**src/rtl/gtof_ram.sv**
```systemverilog
// Generic single-write, single-read RAM with registered read data.
module gtof_ram #(
	parameter int WIDTH = 8,
	parameter int DEPTH = 64
) (
	input  logic                     clk,
	input  logic                     we,
	input  logic [$clog2(DEPTH)-1:0] waddr,
	input  logic [WIDTH-1:0]         wdata,
	input  logic [$clog2(DEPTH)-1:0] raddr,
	output logic [WIDTH-1:0]         rdata
);
	logic [WIDTH-1:0] mem_q [DEPTH];

	always_ff @(posedge clk) begin
		if (we) begin
			mem_q[waddr] <= wdata;
		end
		rdata <= mem_q[raddr];
	end
endmodule

```
**config.mk**
```make
export PLATFORM = sky130hd
export DESIGN_NAME = gtof_ram
export DESIGN_NICKNAME = d
export VERILOG_FILES = /design/src/rtl/gtof_ram.sv
export SDC_FILE = /design/constraint.sdc
export NUM_CORES = 1
export LEC_CHECK = 0
export BUFFER_PORTS_ARGS = -buffer_cell sky130_fd_sc_hd__buf_4
export CORE_ASPECT_RATIO = 1.2
export CORE_MARGIN = 10
export CORE_UTILIZATION = 35
export CTS_BUF_LIST = sky130_fd_sc_hd__clkbuf_4
export CTS_CLUSTER_DIAMETER = 100
export DETAILED_ROUTE_END_ITERATION = 7
export SYNTH_ARGS = -nofsm -noshare
export SYNTH_HDL_FRONTEND = slang
export SYNTH_SLANG_ARGS = --single-unit
```
**constraint.sdc**
```tcl
create_clock -name clk -period 2.7 [get_ports clk]
set_clock_uncertainty 0.1 [all_clocks]
set_input_delay 0.405 -clock clk [delete_from_list [all_inputs] [get_ports clk]]
set_output_delay 0.405 -clock clk [all_outputs]
set_load 0.02 [all_outputs]
```
# Word-level counts from Yosys, hierarchy flattened
# Memory sizes are Yosys's and may differ from the RTL's. A register that Yosys moved wholly into a read port is not among the register bits.
# Index checks and enable logic that the tools add are counted.
# word_totals
ff_bits	0
mem_bits_rw	512
output_inout_bits	8
word_cells	3
mem_count	1
# memory_table
name	words	word_bits	read_ports	rd_clocked_by_memory_dff	wr	line	source
mem_q	64	8	1	1	1	13	logic [WIDTH-1:0] mem_q [DEPTH];
# op_classes
mux	2
# op_table
operator	n
$mux 1	2

# Longest topological paths before layout
# Gate-level depths: netlist (run 1).
# logic_depth
word_depth	2
ltp_mapped	9

# Worst setup path after synthesis (run 1)
# Ideal clock, no wire load.
# synth_timing
kind	input-to-reg
from	in raddr[1]
to	reg rdata[3] (read register of mem_q)
t_arrival_ns	1.945
t_required_ns	2.472
slack_ns	0.527
path_stages	7
n_path_buf	3
cell_sequence	buf_4 -> buf_2 -> buf_2 -> mux4_2 -> mux4_2 -> o21ai_1 -> o41ai_1
# synth_lines
element	line	source
from (decl)	10	input logic [$clog2(DEPTH)-1:0] raddr,
to (decl)	11	output logic [WIDTH-1:0] rdata

==> results_dict.tcl, run 1 <==
set metrics [dict create \
    vias_per_cell 5.16 \
    p_clk_frac 0.403 \
    reg2reg_depth 6 \
    power.leakage_nw 7.73 \
    instances_no_fill 1990 \
    fin_crit_ns 2.52 \
    crit_family "buffers and inverters" \
    syn_area_mm2 0.0202 \
    tritoncts "yes" \
    swShare 0.213 \
    crit_arrival_ns 3.14 \
    grt_max_degree 65 \
    maxSlewHeadroom 0.490 \
    synth_edf_count 512 \
    worstSetupPathType "reg -> reg" \
    hold_class "in -> reg" \
    design_area_mm2 0.0237 \
    synth-async-reset-ratio 0 \
    drt_wl_total_um 47300 \
    critPathLaunch "mem_q[45][1]" \
    finalMaxSlewViolations 0 \
    postRouteAntennaNets 0 \
    numPlacedInstances 1767 \
    final-seq-area_mm2 0.0155 \
    ys_warn_count 0 \
    dr.pass1.iters 5 \
    ir_worst_vdd_uv 292 \
    slowest_delay_ns 0.56 \
    crit_chain "mux4_2 > mux2_2 > a221oi_1 > buf_4 > o2bb2ai_1 > dlygate4sd3_1" \
    globalRouteTotalUtil 0.141 \
    first_global_vias 11000 \
    drtIter0Drc 842 \
    cts_htree_levels 4 \
    synth_top_area_cell "edfxtp_1" \
    fillCellCount 5096 \
    p_int_mw 13.0 \
    clock.fmax_mhz 397 \
    pin_count 30 \
    setup_tns_ns 0 \
    reg2reg_to "rdata[1]" \
    area_growth_syn_to_layout_pct 17.4 \
    path_buf_inv 2 \
    clockBufferDepth 3 \
    drc 0 \
    syn_inst 940 \
    synth_top_area_frac 0.762 \
    layout.cells.most_common "edfxtp_1" \
    holdWs_ns 0.0661 \
    setup_viol 0 \
    postCtsSetupRepairBufs 0 \
    final_util 0.414 \
    antenna_found_initial 1 \
    cp-start-kind "flop" \
    switching_power_mw 3.53 \
    cts-resized-gates 0 \
    io_buffers 29 \
    fin_nets 1196 \
    vias 10300 \
    hold_violations 0 \
    crit_path_end_kind "flop" \
    synth-main-ff-cell "edfxtp_1" \
    place_congestion 0.770 \
    grt_pass1_wl_um 70800 \
    numCtsBuffers 130 \
    place_hpwl_um 29600 \
    slowest_stage "dlygate4sd3_1" \
    insertion_delay_ns 0.84 \
    clk_pin_slew_ns 0.06 \
    path_depth 6 \
    initial_core_util 0.353 \
    num_rows 96 \
    rsz0062_at_grt "false" \
    yosysSeqAreaShare 0.770 \
    die_w_um 239 \
    placed_cell_area_mm2 0.0219 \
    r2r_start "mem_q[45][1]" \
    grt-ovfl-total 0 \
    netlist_top_cells_area "edfxtp_1, mux4_2, nor2_1" \
    cts_root_buffer "clkbuf_4" \
    core_mm2 0.0572 \
    mostFrequentLayoutCells "edfxtp_1, clkbuf_4, buf_4" \
    tightestPinTransition_ns 0.766 \
    min_period_over_period 0.933 \
    syn_avg_cell_area_um2 21.5 \
    synth_fp_nets 962 \
    routedWlPerCell_um 23.8 \
    cts_hold_buf 10 \
    pwr-share-comb 0.055 \
    cts.sinks 520 \
    die_area_mm2 0.0677 \
    outcome "finished clean" \
    critPathMaxFanout 1 \
    r2r_setup_slack_ns 0.18 \
    die_h_um 283 \
    critPathCapture "rdata[1]" \
    ys_ff_latch 520 \
    multiInputGateArea_mm2 0.00432 \
    ys_types 40 \
    required_ns 3.32 \
    powerDensity_mw_per_mm2 698 \
    drive_above_1_share 0.379 \
    p_seq_frac 0.542 \
    maxCapViolCount 0 \
]
==> registers in the layout, indices dropped and copies added, names as in the netlist <==
register and cells:
rdata 8, mem_q 512
==> worst min path at each step <==
stage	from	endpoint	cells after the start
after detailed placement	raddr[5]	rdata[5]	2
after global placement	raddr[5]	rdata[1]	3
after floorplan	wdata[0]	mem_q[0][0]	0
after global routing	wdata[0]	mem_q[41][0]	1
after CTS	wdata[7]	mem_q[25][7]	1
final	wdata[0]	mem_q[40][0]	1
==> Yosys cell counts (4+ instances only) <==
cell type	number
a211oi_1	4
a221oi_1	6
buf_1	4
buf_2	11
buf_4	13
buf_6	4
clkbuf_1	17
dfxtp_1	8
edfxtp_1	512
mux2_2	13
mux2i_1	23
mux4_2	126
nand2_1	19
nand2b_1	7
nand3_1	13
nor2_1	83
nor2b_1	14
nor3_1	7
o221ai_1	8
o22ai_1	8
==> worst register-to-register path, stage by stage (launching register included) <==
cell and delay [ns]:
edfxtp_1 0.36, mux4_2 0.48, mux2_2 0.29, a221oi_1 0.30
buf_4 0.22, o2bb2ai_1 0.09, dlygate4sd3_1 0.56
==> logic make-up (layout without fill, tap and decap cells) <==
family	count (synthesis)	in the layout	share of synthesized area
other	0	1	0
AO/OA/AOI/OAI	54	54	0.0207
AND/OR/NAND/NOR	153	153	0.0339
buffers and inverters	51	365	0.0157
multiplexers	162	162	0.159
flip-flops	520	520	0.770
==> through the flow <==
step / setup slack [ns] / power [mW]
floorplan: 0.527 / 9.61
global placement: 0.0650 / 10.0
detailed placement: 0.0583 / 10.0
CTS: 0.154 / 16.8
global route: 0.0465 / 17.2
finish: 0.181 / 16.5
==> area by class of cell <==
| class | instances | share of cell area |
|---|---|---|
| multi-input combinational | 369 | 0.182 |
| sequential | 520 | 0.656 |
| clock buffer | 179 | 0.0567 |
| timing repair buffer | 153 | 0.0530 |
| tap | 735 | 0.0388 |
| clock inverter | 33 | 0.0131 |
| antenna | 1 | 0.000106 |
==> power groups by stage <==
stage	combinational [mW]	sequential, mW	clock, mW
after floorplan	0.476	9.14	0
after global placement	0.899	9.13	0
after detailed placement	0.911	9.13	0
after CTS	0.927	8.96	6.87
after global routing	0.975	8.96	7.32
final	0.910	8.96	6.67
==> layer usage <==
metal / up-vias / GRT usage / share of wire
met5: - / 0 / 0
met4: 0 / 0.0583 / 0.022
met3: 72 / 0.0297 / 0.056
met2: 350 / 0.237 / 0.52
met1: 5377 / 0.173 / 0.40
li1: 4462 / - / -
No activity file was read; power rests on OpenSTA's default activity.
==> inputs of run 2 (changes only) <==
- CORE_UTILIZATION: 35 -> 39
- CTS_BUF_LIST: sky130_fd_sc_hd__clkbuf_4 -> sky130_fd_sc_hd__clkbuf_16
- GPL_TIMING_DRIVEN: unset -> 0
==> run 2 against run 1 <==
  * Final cell count shrank 12%
  * Clock power fell by 1%
  * Register-to-register slack better by 0.24 ns
  * Highest routed layer unchanged
  * Sequential power is essentially flat
  * Via count shrank 6.1%
  * Sequential share of layout area up 2.8 points
  * Design area decreased by 4.0%
  * Critical path depth rose by 1
  * Hold slack improved by 0.014 ns
  * Clock-buffer cell count decreased by 127
  * Combinational power hardly changed
  * Largest power group unchanged
==> results_dict.tcl, run 2 (synthesis gave the netlist of run 1 again) <==
set metrics [dict create \
    layout.cells.most_common "edfxtp_1" \
    maxCapViolCount 0 \
    grt_max_degree 65 \
    mostFrequentLayoutCells "edfxtp_1, mux4_2, nor2_1" \
    area_growth_syn_to_layout_pct 12.7 \
    min_period_over_period 0.943 \
    pin_count 30 \
    final-seq-area_mm2 0.0155 \
    io_buffers 21 \
    cp-start-kind "input pin" \
    switching_power_mw 3.51 \
    clock.fmax_mhz 393 \
    dr.pass1.iters 5 \
    antenna_found_initial 0 \
    cts_root_buffer "clkbuf_16" \
    clk_pin_slew_ns 0.06 \
    numCtsBuffers 49 \
    required_ns 3.01 \
    pwr-share-comb 0.055 \
    initial_core_util 0.393 \
    postRouteAntennaNets 0 \
    globalRouteTotalUtil 0.159 \
    drtIter0Drc 1161 \
    clockBufferDepth 3 \
    insertion_delay_ns 0.57 \
    maxSlewHeadroom 0.198 \
    num_rows 91 \
    die_area_mm2 0.0612 \
    setup_tns_ns 0 \
    postCtsSetupRepairBufs 0 \
    ir_worst_vdd_uv 397 \
    powerDensity_mw_per_mm2 723 \
    critPathMaxFanout 10 \
    largest_reg_flops 512 \
    fin_crit_ns 2.55 \
    cts.sinks 520 \
    p_clk_frac 0.400 \
    cts_htree_levels 2 \
    swShare 0.213 \
    place_hpwl_um 31100 \
    multiInputGateArea_mm2 0.00432 \
    setup_viol 0 \
    die_h_um 269 \
    fillCellCount 4327 \
    vias 9639 \
    holdWs_ns 0.0797 \
    vias_per_cell 5.52 \
    grt-ovfl-total 0 \
    worstSetupPathType "in -> reg" \
    place_congestion 0.910 \
    top_register "mem_q" \
    cts_hold_buf 0 \
    core_mm2 0.0514 \
    fin_nets 1033 \
    grt_pass1_wl_um 70000 \
    outcome "finished clean" \
    crit_path_end_kind "flop" \
    routedWlPerCell_um 27.7 \
    power.leakage_nw 7.01 \
    first_global_vias 9911 \
    largestRegisters "mem_q: 512 flops, rdata: 8 flops" \
    hold_class "in -> reg" \
    hold_violations 0 \
    finalMaxSlewViolations 0 \
    drt_wl_total_um 48400 \
    cts-resized-gates 2 \
    p_seq_frac 0.545 \
    p_int_mw 12.9 \
    drc 0 \
    tightestPinTransition_ns 1.19 \
    rsz0062_at_grt "false" \
    die_w_um 228 \
    drive_above_1_share 0.251 \
    tritoncts "yes" \
    crit_arrival_ns 2.85 \
]
run 2: changes by cell type in the layout (fill, tap and decap cells not counted), sizes merged:
cell	delta
buf	-88
inv	+6
clkinv	-2
clkinvlp	+3
bufinv	-5
clkbuf	-111
dlygate4sd3	-10
run 2: final cells by class:
type,count,share of cell area
Tap cell,697,0.0384
Antenna cell,1,0.000110
Clock buffer,52,0.0573
Buffer,49,0.0137
Sequential cell,520,0.684
Clock inverter,35,0.00969
Multi-Input combinational cell,369,0.190
Timing Repair Buffer,22,0.00727
run 2: per-stage QoR:
step           setup slack [ns]  total power, mW  instances  cell area [um2]   util
3_5_place_dp             -0.694             10.0       1658            21200  0.413
4_1_cts                 0.00153             16.6       1745            22700  0.442
2_1_floorplan             0.527             9.61        940            20200      -
5_1_grt                  0.0237             16.9       1744            22700  0.442
6_report                  0.155             16.4       1745            22700  0.443
3_3_place_gp             -0.700             10.0       1658            21200  0.413
run 2: path summary, 6_finish.rpt:
kind,cells past startpoint,startpoint,to,slack [ns]
min,2,raddr[5],rdata[3],0.08
max,7,raddr[1],rdata[5],0.15
max reg2reg,5,mem_q[28][4],rdata[4],0.42
min reg2reg,4,mem_q[22][0],rdata[0],0.84
run 2: power by group through the flow:
stage	combinational, mW	sequential, mW	clock [mW]
floorplan	0.476	9.14	0
global placement	0.907	9.12	0
detailed placement	0.918	9.12	0
CTS	0.921	8.95	6.68
global route	0.963	8.95	6.99
finish	0.911	8.95	6.57
run 2: layer usage:
metal / share of wire / track usage
met5: 0 / 0
met4: 0.034 / 0.0553
met1: 0.38 / 0.202
met3: 0.069 / 0.0285
met2: 0.51 / 0.268
run 2: worst max-delay path, stage by stage:
cell,delay (ns)
buf_4,0.18
buf_2,0.35
buf_4,0.33
buf_2,0.37
nand3b_1,0.34
o22ai_1,0.19
o41ai_1,0.67
==> inputs of run 3 (changes only) <==
- ABC_AREA: unset -> 1
- BUFFER_PORTS_ARGS: -buffer_cell sky130_fd_sc_hd__buf_4 -> unset
- DONT_BUFFER_PORTS: unset -> 1
==> run 3 against run 2 <==
  * Die area rose by 5.3%
  * Global-route usage is 4.0 points higher
  * Register-to-register slack improved by 0.69 ns
  * Clock power up 5.6%
  * Wire length increased by 35%
  * Total power up 4.2%
  * Utilization rose by 0.58 points
  * Clock-buffer cell count increased by 1
  * Final cell count grew 50%
  * Combinational power rose by 33%
  * Synthesized area rose by 5.8%
  * Sequential power is essentially flat
  * Critical path type unchanged
  * Largest cell class unchanged
==> results_dict.tcl, run 3 <==
set metrics [dict create \
    grt-ovfl-total 0 \
    maxSlewHeadroom 0.221 \
    slowest_stage "nor2_1" \
    min_period_over_period 0.989 \
    antenna_found_initial 1 \
    core_mm2 0.0539 \
    synth_top_area_cell "edfxtp_1" \
    syn_area_mm2 0.0213 \
    syn_inst 1805 \
    numCtsBuffers 51 \
    globalRouteTotalUtil 0.199 \
    finalMaxSlewViolations 0 \
    rsz0062_at_grt "false" \
    grt_max_degree 65 \
    diodes 0 \
    cp-start-kind "input pin" \
    fin_nets 1894 \
    drt_wl_total_um 65100 \
    synth_fp_nets 1827 \
    design_area_mm2 0.0242 \
    hold-path-endpoint "mem_q[34][7]" \
    largestRegisters "mem_q: 512 flops, rdata: 8 flops" \
    maxCapViolCount 0 \
    slowest_delay_ns 1.19 \
    layout.cells.most_common "nand2_1" \
    first_global_vias 13700 \
    worstSetupPathType "in -> reg" \
    critPathMaxFanout 9 \
    reg2reg_depth 8 \
    mostFrequentLayoutCells "nand2_1, edfxtp_1, nand3_1" \
    netlist_top_cells_area "edfxtp_1, nand2_1, nand3_1" \
    hold_class "in -> reg" \
    ys_warn_count 0 \
    required_ns 2.81 \
    cts_htree_levels 2 \
    hold_start "wdata[7]" \
    die_area_mm2 0.0645 \
    clockBufferDepth 3 \
    place_congestion 0.950 \
    tritoncts "yes" \
    hold_violations 0 \
    clk_pin_slew_ns 0.06 \
    power.leakage_nw 8.69 \
    crit_arrival_ns 2.78 \
    initial_core_util 0.396 \
    area_growth_syn_to_layout_pct 13.2 \
    cts_root_buffer "clkbuf_16" \
    clock.fmax_mhz 374 \
    synth_common_cells "nand2_1, edfxtp_1, nand3_1" \
    synth-main-ff-cell "edfxtp_1" \
    crit_family "simple AND/OR/NAND/NOR gates" \
    path_buf_inv 1 \
    num_rows 93 \
    io_buffers 0 \
    dr.pass1.iters 8 \
    die_w_um 234 \
    insertion_delay_ns 0.60 \
    setup_viol 0 \
    drtIter0Drc 1394 \
    postRouteAntennaNets 0 \
    tightestPinTransition_ns 1.16 \
    postCtsSetupRepairBufs 0 \
    r2r_start "mem_q[59][6]" \
    r2r_setup_slack_ns 1.11 \
    reg2reg_to "rdata[6]" \
    routedWlPerCell_um 24.8 \
    fillCellCount 4904 \
    vias_per_cell 5.48 \
    crit_chain "clkbuf_1 > nand4_1 > nor2_1" \
    grt_pass1_wl_um 94200 \
    drive_above_1_share 0.0952 \
    synth-async-reset-ratio 0 \
    ys_ff_latch 520 \
    synth_top_area_frac 0.720 \
    cts.sinks 520 \
    ir_worst_vdd_uv 574 \
    power_mw 17.1 \
    fin_crit_ns 2.67 \
    placed_cell_area_mm2 0.0223 \
    crit_path_end_kind "flop" \
    hold_depth 1 \
    pin_count 30 \
    syn_avg_cell_area_um2 11.8 \
    largest_reg_flops 512 \
    outcome "finished clean" \
    place_hpwl_um 43100 \
    synth_edf_count 512 \
    yosysMostFrequentCell "nand2_1" \
    die_h_um 276 \
    drc 0 \
    vias 14400 \
    ys_types 16 \
    yosysSeqAreaShare 0.728 \
    top_register "mem_q" \
    powerDensity_mw_per_mm2 709 \
]
==> run 3: stage by stage <==
step | setup slack, ns | hold slack, ns | util | setup TNS (ns) | std cells
2_1_floorplan | 0.429 | 0.404 | - | 0 | 1805
3_3_place_gp | -0.617 | 0.413 | 0.413 | -55.68 | 2517
3_5_place_dp | -0.580 | 0.412 | 0.414 | -75.85 | 2523
4_1_cts | 0.0537 | 0.0876 | 0.448 | 0 | 2623
5_1_grt | 0.0190 | 0.0950 | 0.448 | 0 | 2623
6_report | 0.0289 | 0.0911 | 0.448 | 0 | 2623
==> run 3: where the power goes <==
| part | switching [mW] | total (mW) | internal (mW) |
|---|---|---|---|
| Combinational | 0.887 | 1.21 | 0.320 |
| Clock | 3.03 | 6.94 | 3.91 |
| Sequential | 0.0395 | 8.97 | 8.93 |
| Total | 3.96 | 17.1 | 13.2 |
==> run 3: final cells by class <==
cell class	instances	area [um2]	area share
flip-flops and latches	520	15500	0.643
clock inverters	39	272	0.0112
clock buffers	53	1330	0.0549
plain buffers	113	808	0.0335
multi-input cells	1160	5000	0.207
repair buffers	14	265	0.0110
well taps	712	891	0.0369
inverters	12	50.0	0.00207
==> run 3: cells by family (layout without fill, tap and decap cells) <==
group | after synthesis | count (layout) | share of synthesized area
buf+inv | 125 | 231 | 0.0402
flops | 520 | 520 | 0.728
simple gates | 1160 | 1160 | 0.232
==> run 3: what timing repair did <==
| item | in CTS | in global routing |
|---|---|---|
| endpoints found under the hold margin | 512 | 0 |
| endpoints found under the setup margin | 0 | 24 |
| hold buffers | 8 | 0 |
| gates resized for setup | 0 | 3 |
==> run 3: worst max-delay path by stage <==
stage	from	cells after the start	endpoint	slack (ns)
6_report	waddr[1]	3	mem_q[31][6]	0.03
5_1_grt	waddr[1]	3	mem_q[31][4]	0.02
4_1_cts	waddr[1]	4	mem_q[28][5]	0.05
3_5_place_dp	waddr[0]	4	mem_q[28][6]	-0.58
3_3_place_gp	we	3	mem_q[52][2]	-0.62
2_1_floorplan	we	3	mem_q[48][0]	0.43
==> run 3: layer usage <==
metal,GRT usage,part of all wire,up-vias
li1,-,-,6490
met1,0.254,0.39,7131
met2,0.327,0.49,618
met3,0.0274,0.072,132
met4,0.0951,0.046,0
met5,0,0,-
==> run 3: worst register-to-register path, cell delays in order (launching register included) <==
cell,delay [ns]
edfxtp_1,0.36
nand2_1,0.07
nand3_1,0.09
nand3_1,0.23
nand2_1,0.08
nand2_1,0.06
nand3_1,0.11
nand3_1,0.17
nand2_1,0.15
