==> src/rtl/gtof_pkg.sv <==
// Shared constants, codes and types of the GPS track outlier filter.
package gtof_pkg;

	localparam int LAT_W          = 31;
	localparam int LON_W          = 32;
	localparam int ZB_W           = 31;
	localparam int SIG_W          = 8;
	localparam int CNT_CFG_W      = 7;
	localparam int CFG_DATA_W     = 31;
	localparam int DSUM_W         = 40;
	localparam int SQ_W           = 64;
	localparam int ROOT_W         = 32;
	localparam int MOP_W          = 40;
	localparam int PROD_W         = 80;
	localparam int TH_W           = 40;
	localparam int PT_W           = LAT_W + LON_W;
	localparam int MAX_POINTS_DEF = 64;

	localparam logic [ZB_W-1:0]      ZERO_BAND_RST   = ZB_W'(1000000);
	localparam logic [SIG_W-1:0]     SIGMA_RST       = SIG_W'(56);
	localparam logic [CNT_CFG_W-1:0] MIN_CLUSTER_RST = CNT_CFG_W'(5);
	localparam logic [CNT_CFG_W-1:0] SHORT_LIST_RST  = CNT_CFG_W'(5);

	typedef enum logic [1:0] {
		CFG_ZERO_BAND   = 2'd0,
		CFG_SIGMA       = 2'd1,
		CFG_MIN_CLUSTER = 2'd2,
		CFG_SHORT_LIST  = 2'd3
	} cfg_idx_t;

	typedef enum logic [1:0] {
		STAT_FILTERED = 2'd0,
		STAT_SHORT    = 2'd1,
		STAT_EMPTY    = 2'd2,
		STAT_OVERFLOW = 2'd3
	} status_t;

	typedef enum logic {
		OP_MUL = 1'b0,
		OP_DIV = 1'b1
	} md_op_t;

	typedef struct packed {
		logic   start;
		md_op_t op;
	} md_cmd_t;

endpackage

==> src/rtl/gtof_muldiv.sv <==
// Bit-serial shift-add multiplier and restoring divider sharing one accumulator.
module gtof_muldiv #(
	parameter int NW = 7
) (
	input  logic                        clk,
	input  logic                        arst_n,
	input  gtof_pkg::md_cmd_t           cmd,
	input  logic [gtof_pkg::PROD_W-1:0] opa,
	input  logic [gtof_pkg::MOP_W-1:0]  opb,
	output logic [gtof_pkg::PROD_W-1:0] res,
	output logic                        done
);
	import gtof_pkg::*;

	localparam int CNTW = $clog2(PROD_W + 1);

	logic [PROD_W-1:0] acc_q;
	logic [MOP_W-1:0]  mcand_q;
	logic [MOP_W-1:0]  mplier_q;
	logic [NW-1:0]     dvs_q;
	logic [NW-1:0]     rem_q;
	logic [CNTW-1:0]   cnt_q;
	md_op_t            op_q;
	logic              busy_q;
	logic              done_q;
	logic [NW:0]       shifted;
	logic              qbit;

	assign shifted = {rem_q, acc_q[PROD_W-1]};
	assign qbit    = (shifted >= {1'b0, dvs_q});
	assign res     = acc_q;
	assign done    = done_q;

	always_ff @(posedge clk or negedge arst_n) begin
		if (!arst_n) begin
			busy_q <= 1'b0;
			done_q <= 1'b0;
			cnt_q  <= '0;
		end else begin
			done_q <= 1'b0;
			if (cmd.start) begin
				busy_q <= 1'b1;
				cnt_q  <= (cmd.op == OP_MUL) ? CNTW'(MOP_W) : CNTW'(PROD_W);
			end else if (busy_q) begin
				cnt_q <= cnt_q - 1'b1;
				if (cnt_q == CNTW'(1)) begin
					busy_q <= 1'b0;
					done_q <= 1'b1;
				end
			end
		end
	end

	always_ff @(posedge clk) begin
		if (cmd.start) begin
			op_q     <= cmd.op;
			mcand_q  <= opa[MOP_W-1:0];
			mplier_q <= opb;
			dvs_q    <= opb[NW-1:0];
			rem_q    <= '0;
			acc_q    <= (cmd.op == OP_MUL) ? '0 : opa;
		end else if (busy_q) begin
			unique case (op_q)
				OP_MUL: begin
					acc_q    <= (acc_q << 1) +
						(mplier_q[MOP_W-1] ? PROD_W'(mcand_q) : '0);
					mplier_q <= mplier_q << 1;
				end
				OP_DIV: begin
					rem_q <= qbit ? NW'(shifted - {1'b0, dvs_q}) : shifted[NW-1:0];
					acc_q <= {acc_q[PROD_W-2:0], qbit};
				end
			endcase
		end
	end
endmodule

==> config.mk <==
export PLATFORM = sky130hd
export DESIGN_NAME = gtof_muldiv
export DESIGN_NICKNAME = d
export VERILOG_FILES = /design/src/rtl/gtof_pkg.sv /design/src/rtl/gtof_muldiv.sv
export SDC_FILE = /design/constraint.sdc
export NUM_CORES = 1
export LEC_CHECK = 0
export BUFFER_PORTS_ARGS = -buffer_cell sky130_fd_sc_hd__buf_2
export CAP_MARGIN = 20
export CORE_UTILIZATION = 47
export CTS_BUF_LIST = sky130_fd_sc_hd__clkbuf_8 sky130_fd_sc_hd__clkbuf_16
export CTS_CLUSTER_DIAMETER = 40
export DETAILED_ROUTE_END_ITERATION = 10
export GPL_TIMING_DRIVEN = 0
export PLACE_DENSITY = 0.73
export SYNTH_ARGS = -nofsm -noshare
export SYNTH_HDL_FRONTEND = slang
export SYNTH_SLANG_ARGS = --single-unit
==> constraint.sdc <==
create_clock -name clk -period 5.38 [get_ports clk]
set_input_delay 0.269 -clock clk [delete_from_list [all_inputs] [get_ports clk]]
set_output_delay 0.269 -clock clk [all_outputs]
set_load 0.01 [all_outputs]
# Word level (Yosys, flattened, before mapping)
# Cells that the tools add are included.
# totals
regBits,184
inputBits,124
# op_classes
n_addsub,3
order_cmp,1
n_eq_ne,2
muxes,18
bitwise_logic,1
n_reduce_logical,3
# ops
cell,count
$mux W80,3
$mux W40,4
$pmux W80 S2,1
$add A80 B40 Y80,1
$mux W7,4
$ge A8 B7 Y1,1
$eq A7 B1 Y1 const B,1
$sub A7 B1 Y7 const B,1
$sub A7 B7 Y7,1
$mux W1,6
$reduce_and A2 Y1,2
$ne A2 B2 Y1 const B,1
$reduce_bool A2 Y1,1
$not A1 Y1,1

# Logic depth before layout (Yosys ltp)
# Gate-level depths: netlist of the first run.
# depth
depth_word,5
depth_mapped,15
mapped_depth_nobuf,13

# Worst setup path before layout of the first run
# Ideal clock, no wire load.
# synth_timing
path_type,reg-to-reg
start,register op_q
end,"register mplier_q[0], enable pin"
arrival_ns,3.917
required_ns,4.887
slack_ns,0.970
stages_incl_launch_ff,5
n_path_buf,3
synth_period_minus_slack_ns,4.410
cell_sequence,edfxtp_1 -> clkbuf_1 -> clkbuf_1 -> buf_1 -> o21ai_0
# synth_via
elab_chain_cells,2
# synth_lines
item,line_no,source
"start, declared",gtof_muldiv.sv:23,md_op_t op_q;
"start signal, assigned",gtof_muldiv.sv:56,op_q <= cmd.op;
$ne A2 B2 Y1 (no line),-,
$reduce_and A2 Y1 (no line),-,
"end signal, assigned",gtof_muldiv.sv:58,mplier_q <= opb;
"end signal, assigned",gtof_muldiv.sv:67,mplier_q <= mplier_q << 1;
"end, declared",gtof_muldiv.sv:19,logic [MOP_W-1:0] mplier_q;
# Every way passes these cells.
# A chain may end at the register's enable or synchronous reset.

# Final worst setup path of the first run
# layout_timing
start,register mplier_q[39]
end,"register acc_q[73] (netlist: res[73]), data pin"
# layout_via
elab_chain_cells,5
# layout_lines
item,line_no,source
$mux W40,gtof_muldiv.sv:66,(mplier_q[MOP_W-1] ? PROD_W'(mcand_q) : '0);
$add A80 B40 Y80,gtof_muldiv.sv:65,acc_q <= (acc_q << 1) +
$pmux W80 S2,gtof_muldiv.sv:63,unique case (op_q)
$mux W80,gtof_muldiv.sv:62,end else if (busy_q) begin
$mux W80,gtof_muldiv.sv:55,if (cmd.start) begin
"end signal, assigned",gtof_muldiv.sv:61,acc_q <= (cmd.op == OP_MUL) ? '0 : opa;
"end signal, assigned",gtof_muldiv.sv:65,
"end signal, assigned",gtof_muldiv.sv:71,"acc_q <= {acc_q[PROD_W-2:0], qbit};"
"end, declared",gtof_muldiv.sv:17,logic [PROD_W-1:0] acc_q;
# Every way passes these cells. The select of a mux whose other input is x is not followed.

==> results.sh, run 1 <==
export IMPL_grt_pass1_vias=9103
export IMPL_seq_power_share=0.437
export IMPL_period_share=0.862
export IMPL_setup_viol=0
export IMPL_firstDrtPassIters=7
export IMPL_die_h_um=155
export IMPL_overflow=0
export IMPL_syn_num_nets=1256
export IMPL_pwr_share_comb=0.252
export IMPL_vias=9405
export IMPL_grt_max_degree=53
export IMPL_clk_latency_ns=0.46
export IMPL_crit_top_cell="clkbuf_1"
export IMPL_clock_root_buffer="clkbuf_16"
export IMPL_switching_power_uw=1470
export IMPL_drc_errors=0
export IMPL_finalCriticalPeriod_ns=4.64
export IMPL_tritoncts="done"
export IMPL_crit_type="reg2reg"
export IMPL_synthAdderAreaFrac=0.0579
export IMPL_synthMuxAreaShare=0.0426
export IMPL_synth_top_cell_by_area="edfxtp_1"
export IMPL_switching_share=0.339
export IMPL_regToRegSetupSlack_ns=0.74
export IMPL_synth_top_family_by_area="simple AND/OR/NAND/NOR gates"
export IMPL_core_region_area_um2=22800
export IMPL_status="finished, final reports clean"
export IMPL_worst_path_stages=15
export IMPL_synth_main_ff_cell="edfxtp_1"
export IMPL_reg2reg_depth=15
export IMPL_synth_area_leaders="edfxtp_1, ha_1, nand2_1, o21ai_0, xor2_1"
export IMPL_clkSlewWorstSetupHoldPaths_ns=0.08
export IMPL_whs_ns=0.00806
export IMPL_rsz0062_at_grt="false"
export IMPL_holdPathEnd="dvs_q[5]"
export IMPL_areaGrowthSynthToFinish_pct=20.7
export IMPL_tightestPinTransition_ns=0.999
export IMPL_postCtsSetupBuffers=0
export IMPL_row_count=55
export IMPL_ys_seq_area_frac=0.489
export IMPL_syn_instance_count=1082
export IMPL_wirelength_um=31900
export IMPL_cap_violations=0
export IMPL_synth_compound_area_frac=0.152
export IMPL_skew_ns=0.0194
export IMPL_antenna_cells=0
export IMPL_timing_critical_path_arrival_ns=4.83
export IMPL_routed_via_density=5.71
export IMPL_path_cells="clkbuf_1 > and2_1 > ha_1 > inv_1 > fa_1 > nor2b_1 > o31a_1 > o2111ai_1 > a21oi_1 > o31ai_1 > o21ai_1 > clkbuf_1 > nand3_1 > xnor2_1 > o21ai_0"
export IMPL_clock_path_buffers=2
export IMPL_io_pins=205
export IMPL_yosys_area_share_simple=0.170
export IMPL_drive_gt1_frac=0.219
export IMPL_synth_edf_count=168
export IMPL_finalNetCount=1495
export IMPL_ys_ff_latch=184
export IMPL_numCtsBuffers=17
export IMPL_ir_drop_mv=0.212
export IMPL_ant_nets=0
export IMPL_endpoint_kind="register"
export IMPL_cts_htree_levels=4
export IMPL_finalHoldViolations=0
export IMPL_cp_max_fo=10
export IMPL_r2r_start="mplier_q[39]"
export IMPL_grt_antenna_before_repair=0
export IMPL_avgSynthCellArea_um2=10.2
export IMPL_required_ns=5.58
export IMPL_p_int_uw=2870
export IMPL_wl_per_cell_um=19.4
export IMPL_synth_distinct_cells=65
export IMPL_clock_sinks=184
export IMPL_yosys_top_cells_count="edfxtp_1, nand2_1, o21ai_0, nor2_1, a21oi_1"
export IMPL_place_hpwl_um=23300
export IMPL_pwr_share_clk=0.311
export IMPL_path_buf_inv=3
export IMPL_cp_start_kind="register"
export IMPL_async_flop_share=0.0489
export IMPL_relSlewSlack=0.334
export IMPL_die_x_um=155
export IMPL_drt_iter0_markers=740
export IMPL_yosysWarnings=0
export IMPL_track_usage=0.269
export IMPL_num_fill_cells=2012
export IMPL_crit_family="compound AO/OA/AOI/OAI gates"
export IMPL_finalCoreUtilization=0.584
export IMPL_r2r_end="res[73]"
export IMPL_yosysMostFrequentCell="edfxtp_1"
export IMPL_cpPeakStageDelay_ns=0.53
export IMPL_synth_area_um2=11100
export IMPL_min_path_type="in2reg"
export IMPL_fmax_mhz=216
export IMPL_gp_congestion=0.935
export IMPL_p_leak_uw=0.00548
export IMPL_holdCritStartpoint="opb[5]"
export IMPL_start_util=0.484
export IMPL_critical_path_slowest_cell="clkbuf_1"
export IMPL_port_buffers=204
export IMPL_grt_pass1_wl_um=49500
export IMPL_total_power_uw=4340
export IMPL_die_area_um2=24100
export IMPL_p_per_area_nw_per_um2=326
export IMPL_synth_top_area_frac=0.456
export IMPL_synth_xor_area_share=0.0618
export IMPL_hold_depth=1
export IMPL_maxSlewViolCount=0
[cells by family (layout without fill, tap and decap cells)]
logic type | count (synthesis) | after routing
multiplexers | 42 | 42
adder cells (fa/ha/maj) | 50 | 50
buffers and inverters | 77 | 329
AND/OR/NAND/NOR | 378 | 378
flip-flops | 184 | 184
XOR/XNOR | 78 | 78
AO/OA/AOI/OAI | 273 | 273
[per-layer routing]
metal,up-vias,routed length (um),track usage,share of wire
met5,-,0,0,0
met4,0,875,0.104,0.027
met3,61,2560,0.0585,0.080
met2,389,14800,0.430,0.46
met1,4483,13700,0.358,0.43
li1,4472,-,-,-
[sequential cells by signal (all words and copies together), names as in the netlist]
| signal | cells |
|---|---|
| dvs_q | 7 |
| rem_q | 7 |
| mplier_q | 40 |
| done | 1 |
| busy_q | 1 |
| mcand_q | 40 |
| res | 80 |
| cnt_q | 7 |
| op_q | 1 |
[cell usage in the layout, fill, tap and decap left out, drive strengths merged, types with 4 or more instances in the layout]
master and n:
nor2b 13, clkinv 7, inv 32, nand4b 4, ha 48, nand2b 4, and4 4, nor3 21
a211oi 13, xnor2 25, mux2 40, o21a 6, nor2 66, clkbuf 57, o21ai 100, o31ai 4
nand2 132, and2 50, edfxtp 168, dlygate4sd3 13, buf 220, dfrtp 9, a31oi 6, nand3 31
a21oi 64, a22oi 15, nand3b 4, dfxtp 7, nand4 23, and3 5, or4 5, nor4 5
a22o 10, xor2 53, a21o 24
[power groups by stage]
stage | clock (uW) | combinational, uW | sequential (uW)
4_1_cts | 1370 | 1090 | 1900
3_5_place_dp | 0 | 1070 | 1930
3_3_place_gp | 0 | 1050 | 1920
6_report | 1350 | 1100 | 1900
5_1_grt | 1420 | 1210 | 1920
2_1_floorplan | 0 | 686 | 1930
[final cells by class]
cell class	count	area (um^2)	share of cell area
inverters	24	90.1	0.00675
clock inverters	15	225	0.0169
multi-input cells	821	5370	0.403
plain buffers	53	201	0.0151
clock buffers	17	425	0.0319
well taps	313	392	0.0294
repair buffers	220	1230	0.0919
flip-flops and latches	184	5410	0.405
[how the worst max path moves through the flow]
stage | endpoint | slack (ns) | startpoint
final | res[73] | 0.74 | mplier_q[39]
after global routing | res[79] | 0.51 | mplier_q[39]
after CTS | res[79] | 0.85 | mplier_q[39]
after detailed placement | res[79] | 0.88 | mplier_q[39]
after global placement | mplier_q[28] | -0.86 | op_q
after floorplan | mplier_q[0] | 0.97 | op_q
[per-stage QoR]
| step | setup slack [ns] | TNS (ns) | instance area, um^2 | cells |
|---|---|---|---|---|
| finish | 0.745 | 0 | 13300 | 1647 |
| global placement | -0.855 | -74.47 | 12500 | 1599 |
| CTS | 0.849 | 0 | 13300 | 1645 |
| detailed placement | 0.882 | 0 | 12600 | 1602 |
| global route | 0.510 | 0 | 13300 | 1647 |
| floorplan | 0.970 | 0 | 11100 | 1082 |
[repair_timing]
item,CTS,global route
gates resized for setup,0,0
hold buffers,11,2
endpoints found under the hold margin,19,2
Note: power is estimated with default switching activity, not from simulation.
==> run 2, diff against run 1 <==
- BUFFER_PORTS_ARGS: -buffer_cell sky130_fd_sc_hd__buf_2 -> not set
- DONT_BUFFER_PORTS: not set -> 1
- MAX_ROUTING_LAYER: not set -> met4
- PLACE_DENSITY: 0.73 -> 0.66
==> results.sh, run 2 (synthesized netlist as in run 1, its figures left out) <==
export IMPL_status="finished, final reports clean"
export IMPL_pwr_share_clk=0.323
export IMPL_dp_cells=1397
export IMPL_finalCriticalPeriod_ns=4.70
export IMPL_finalHoldViolations=0
export IMPL_firstDrtPassIters=5
export IMPL_switching_share=0.335
export IMPL_drc_errors=0
export IMPL_start_util=0.484
export IMPL_relSlewSlack=0.370
export IMPL_numCtsBuffers=17
export IMPL_io_pins=205
export IMPL_wl_per_cell_um=22.1
export IMPL_row_count=55
export IMPL_track_usage=0.283
export IMPL_pwr_share_comb=0.219
export IMPL_finalNetCount=1331
export IMPL_vias=8731
export IMPL_tightestPinTransition_ns=0.945
export IMPL_endpoint_kind="register"
export IMPL_switching_power_uw=1440
export IMPL_routed_via_density=5.87
export IMPL_grt_max_degree=49
export IMPL_crit_start="mplier_q[39]"
export IMPL_skew_ns=0.0184
export IMPL_grt_pass1_wl_um=49200
export IMPL_layout_common_cells="edfxtp_1, nand2_1, o21ai_0"
export IMPL_p_per_area_nw_per_um2=336
export IMPL_port_buffers=0
export IMPL_tritoncts="done"
export IMPL_p_leak_uw=0.00479
export IMPL_postCtsSetupBuffers=0
export IMPL_grt_antenna_before_repair=5
export IMPL_clkSlewWorstSetupHoldPaths_ns=0.08
export IMPL_die_x_um=155
export IMPL_setup_viol=0
export IMPL_holdCritStartpoint="opa[59]"
export IMPL_seq_power_share=0.458
export IMPL_place_hpwl_um=23300
export IMPL_ir_drop_mv=0.225
export IMPL_die_area_um2=24100
export IMPL_required_ns=5.58
export IMPL_core_region_area_um2=22800
export IMPL_overflow=0
export IMPL_clk_latency_ns=0.46
export IMPL_crit_type="reg2reg"
export IMPL_period_share=0.874
export IMPL_r2r_start="mplier_q[39]"
export IMPL_cts_htree_levels=4
export IMPL_num_fill_cells=2083
export IMPL_min_path_type="in2reg"
export IMPL_total_power_uw=4290
export IMPL_wirelength_um=32900
export IMPL_drt_iter0_markers=682
export IMPL_largest_reg_flops=80
export IMPL_timing_critical_path_arrival_ns=4.90
export IMPL_areaGrowthSynthToFinish_pct=15.3
export IMPL_maxSlewViolCount=0
export IMPL_grt_pass1_vias=8526
export IMPL_layout_commonest_cell="edfxtp_1"
export IMPL_clock_path_buffers=2
export IMPL_cp_max_fo=10
export IMPL_cp_start_kind="register"
export IMPL_ant_nets=0
export IMPL_clock_sinks=184
export IMPL_rsz0062_at_grt="false"
export IMPL_drive_gt1_frac=0.0752
export IMPL_cap_violations=0
export IMPL_die_h_um=155
export IMPL_clock_root_buffer="clkbuf_16"
export IMPL_fmax_mhz=213
export IMPL_fin_cells=1488
export IMPL_gp_congestion=0.959
export IMPL_p_int_uw=2850
run 2: path summary, 6_finish.rpt:
path | cells after the start | slack (ns) | endpoint
worst max-delay path | 15 | 0.68 | res[59]
worst min-delay path | 2 | 0.006 | res[59]
worst max register to register | 15 | 0.68 | res[59]
worst min register to register | 2 | 0.47 | rem_q[6]
max in group asynchronous | 1 | 4.83 | busy_q
min in group asynchronous | 1 | 0.21 | done
run 2: what timing repair did:
item / in CTS / in global routing
endpoints found under the hold margin: 108 / 1
hold buffers: 53 / 1
resized for setup: 0 / 0
run 2: cell type report:
class / instances / area [um^2] / share of cell area
antenna: 5 / 12.5 / 0.000981
buffer: 53 / 201 / 0.0158
clock buffer: 17 / 425 / 0.0334
clock inverter: 15 / 235 / 0.0184
inverter: 24 / 90.1 / 0.00706
multi-input combinational: 821 / 5370 / 0.421
sequential: 184 / 5410 / 0.424
tap: 313 / 392 / 0.0307
timing repair buffer: 56 / 613 / 0.0481
run 2: power by group through the flow:
stage / Sequential [uW] / Combinational (uW) / Clock [uW]
after floorplan: 1930 / 686 / 0
after global placement: 1990 / 865 / 0
final: 1960 / 938 / 1390
after global routing: 1990 / 1050 / 1450
after CTS: 1960 / 930 / 1400
after detailed placement: 1990 / 879 / 0
run 2: routing by layer:
| metal | vias up | global-route usage | share of wire |
|---|---|---|---|
| li1 | 4157 | - | - |
| met1 | 4163 | 0.348 | 0.41 |
| met2 | 357 | 0.443 | 0.47 |
| met3 | 54 | 0.0705 | 0.089 |
| met4 | 0 | 0.118 | 0.026 |
| met5 | - | - | 0 |
run 2: through the flow:
step | area, um^2 | hold slack (ns) | TNS (ns) | utilization | setup slack (ns)
2_1_floorplan | 11100 | -0.0266 | 0 | - | 0.970
3_3_place_gp | 11400 | -0.0264 | -48.31 | 0.501 | -1.21
3_5_place_dp | 11500 | -0.0264 | 0 | 0.504 | 0.887
4_1_cts | 12700 | 0.00267 | 0 | 0.557 | 0.878
5_1_grt | 12800 | 0.0107 | 0 | 0.558 | 0.447
6_report | 12800 | 0.00577 | 0 | 0.558 | 0.680
run 2: worst max-delay path, stage by stage (launching register included):
cell and delay, ns:
edfxtp_1 0.39, clkbuf_1 0.41, and2_1 0.21, ha_1 0.19, inv_1 0.06, fa_1 0.37
nor2b_1 0.21, o31a_1 0.27, o2111ai_1 0.28, a21oi_1 0.40, o31ai_1 0.25, o21ai_1 0.30
clkbuf_1 0.53, nand4_1 0.19, xor2_1 0.27, o21ai_0 0.10
==> run 3, diff against run 2 <==
- PLACE_DENSITY: 0.66 -> 0.68
- clock period: 5.38 -> 4.2 ns (I/O delays scaled with it)
==> results.sh, run 3 (synthesized netlist as in run 1, its figures left out) <==
export IMPL_largest_reg_flops=80
export IMPL_fmax_mhz=249
export IMPL_grt_pass1_wl_um=50000
export IMPL_start_util=0.484
export IMPL_io_pins=205
export IMPL_grt_pass1_vias=8983
export IMPL_clkSlewWorstSetupHoldPaths_ns=0.08
export IMPL_numCtsBuffers=17
export IMPL_layout_commonest_cell="edfxtp_1"
export IMPL_drt_iter0_markers=734
export IMPL_seq_area_um2=5410
export IMPL_core_region_area_um2=22800
export IMPL_p_per_area_nw_per_um2=412
export IMPL_gp_congestion=0.935
export IMPL_firstDrtPassIters=5
export IMPL_die_area_um2=24100
export IMPL_drc_errors=0
export IMPL_crit_type="reg2reg"
export IMPL_finalCriticalPeriod_ns=4.02
export IMPL_die_x_um=155
export IMPL_timing_critical_path_arrival_ns=4.19
export IMPL_cap_violations=0
export IMPL_min_path_type="in2reg"
export IMPL_required_ns=4.37
export IMPL_skew_ns=0.0171
export IMPL_finalHoldViolations=0
export IMPL_cp_max_fo=10
export IMPL_multi_input_area_um2=5400
export IMPL_maxSlewViolCount=0
export IMPL_p_leak_uw=0.00507
export IMPL_finalNetCount=1396
export IMPL_layout_common_cells="edfxtp_1, nand2_1, dlygate4sd3_1"
export IMPL_total_power_uw=5520
export IMPL_drive_gt1_frac=0.0802
export IMPL_die_h_um=155
export IMPL_wl_per_cell_um=21.1
export IMPL_clk_latency_ns=0.45
export IMPL_routed_via_density=5.88
export IMPL_place_hpwl_um=22500
export IMPL_port_buffers=0
export IMPL_status="finished, final reports clean"
export IMPL_grt_antenna_before_repair=0
export IMPL_clock_sinks=184
export IMPL_tightestPinTransition_ns=0.984
export IMPL_pre_cts_ws_ns=-0.333
export IMPL_num_fill_cells=1966
export IMPL_vias=9097
export IMPL_grt_max_degree=59
export IMPL_ir_drop_mv=0.284
export IMPL_track_usage=0.282
export IMPL_relSlewSlack=0.344
export IMPL_clock_root_buffer="clkbuf_16"
export IMPL_setup_viol=0
export IMPL_clock_path_buffers=2
export IMPL_ant_nets=0
export IMPL_layout_setup_ws_ns=0.182
export IMPL_period_share=0.957
export IMPL_endpoint_kind="register"
export IMPL_tritoncts="done"
export IMPL_areaGrowthSynthToFinish_pct=21.3
export IMPL_wirelength_um=32600
export IMPL_row_count=55
export IMPL_cp_start_kind="register"
export IMPL_antenna_cells=0
export IMPL_cts_htree_levels=4
export IMPL_overflow=0
-- run 3: changes by cell type in the layout (fill, tap and decap cells not counted), moves of 2 or more --
cell           before  now
clkbuf_1           40   34
clkbuf_2            0    3
diode_2             5    0
dlygate4sd3_1      53  118
inv_8               3    1
o31ai_1             4    2
o31ai_2             0    2
-- run 3: per-layer routing --
layer  wire length, um  track usage
met4               898        0.106
met2             15100        0.437
met1             13700        0.351
met3              2900       0.0788
met5                 0            -
-- run 3: critical path, stage by stage (launching register included) --
cell,delay [ns]
edfxtp_1,0.42
clkbuf_2,0.27
and2_1,0.17
ha_1,0.18
inv_1,0.06
fa_1,0.38
nor2b_1,0.21
o31a_1,0.29
o2111ai_2,0.24
a21oi_2,0.31
o31ai_2,0.18
o21ai_1,0.27
buf_2,0.33
nand4_1,0.18
xor2_1,0.17
a21oi_1,0.09
-- run 3: metrics by stage --
step,hold WS [ns],cell area [um^2],TNS (ns),utilization,cells
after detailed placement,-0.0845,11500,-4.38,0.504,1397
after global placement,-0.0844,11400,-107.77,0.501,1395
after global routing,0.00240,13400,-0.0211,0.587,1548
final,0.00846,13400,0,0.587,1548
after CTS,0.00241,13400,0,0.586,1548
after floorplan,-0.0856,11100,0,-,1082
-- run 3: where the power goes --
part | leakage (uW) | internal [uW] | switching [uW] | total [uW]
logic | 0.00280 | 542 | 725 | 1270
registers | 0.00196 | 2260 | 255 | 2510
clock network | 0.000309 | 840 | 905 | 1750
total | 0.00507 | 3640 | 1880 | 5520
-- run 3: final timing paths --
kind                                   start       end  slack [ns]  cells after the start
worst min-delay path                 opa[35]   res[35]       0.008                      2
min in group asynchronous             arst_n  cnt_q[3]        0.14                      1
worst max-delay path            mplier_q[39]   res[79]        0.18                     15
max in group asynchronous             arst_n  cnt_q[0]        3.75                      1
worst max register to register  mplier_q[39]   res[79]        0.18                     15
worst min register to register      rem_q[6]  rem_q[6]        0.46                      2
-- run 3: repair_timing --
action	4_1_cts	5_1_grt
pin swaps	0	1
resized for setup	4	11
hold endpoints to repair	214	0
hold buffers	119	0
setup endpoints to repair	20	23
buffers inserted	0	1
-- run 3: layout make-up --
class / count / share of cell area
multi-input cells: 821 / 0.403
clock inverters: 15 / 0.0167
well taps: 313 / 0.0292
inverters: 24 / 0.00672
clock buffers: 17 / 0.0317
flip-flops and latches: 184 / 0.403
plain buffers: 52 / 0.0154
repair buffers: 122 / 0.0942
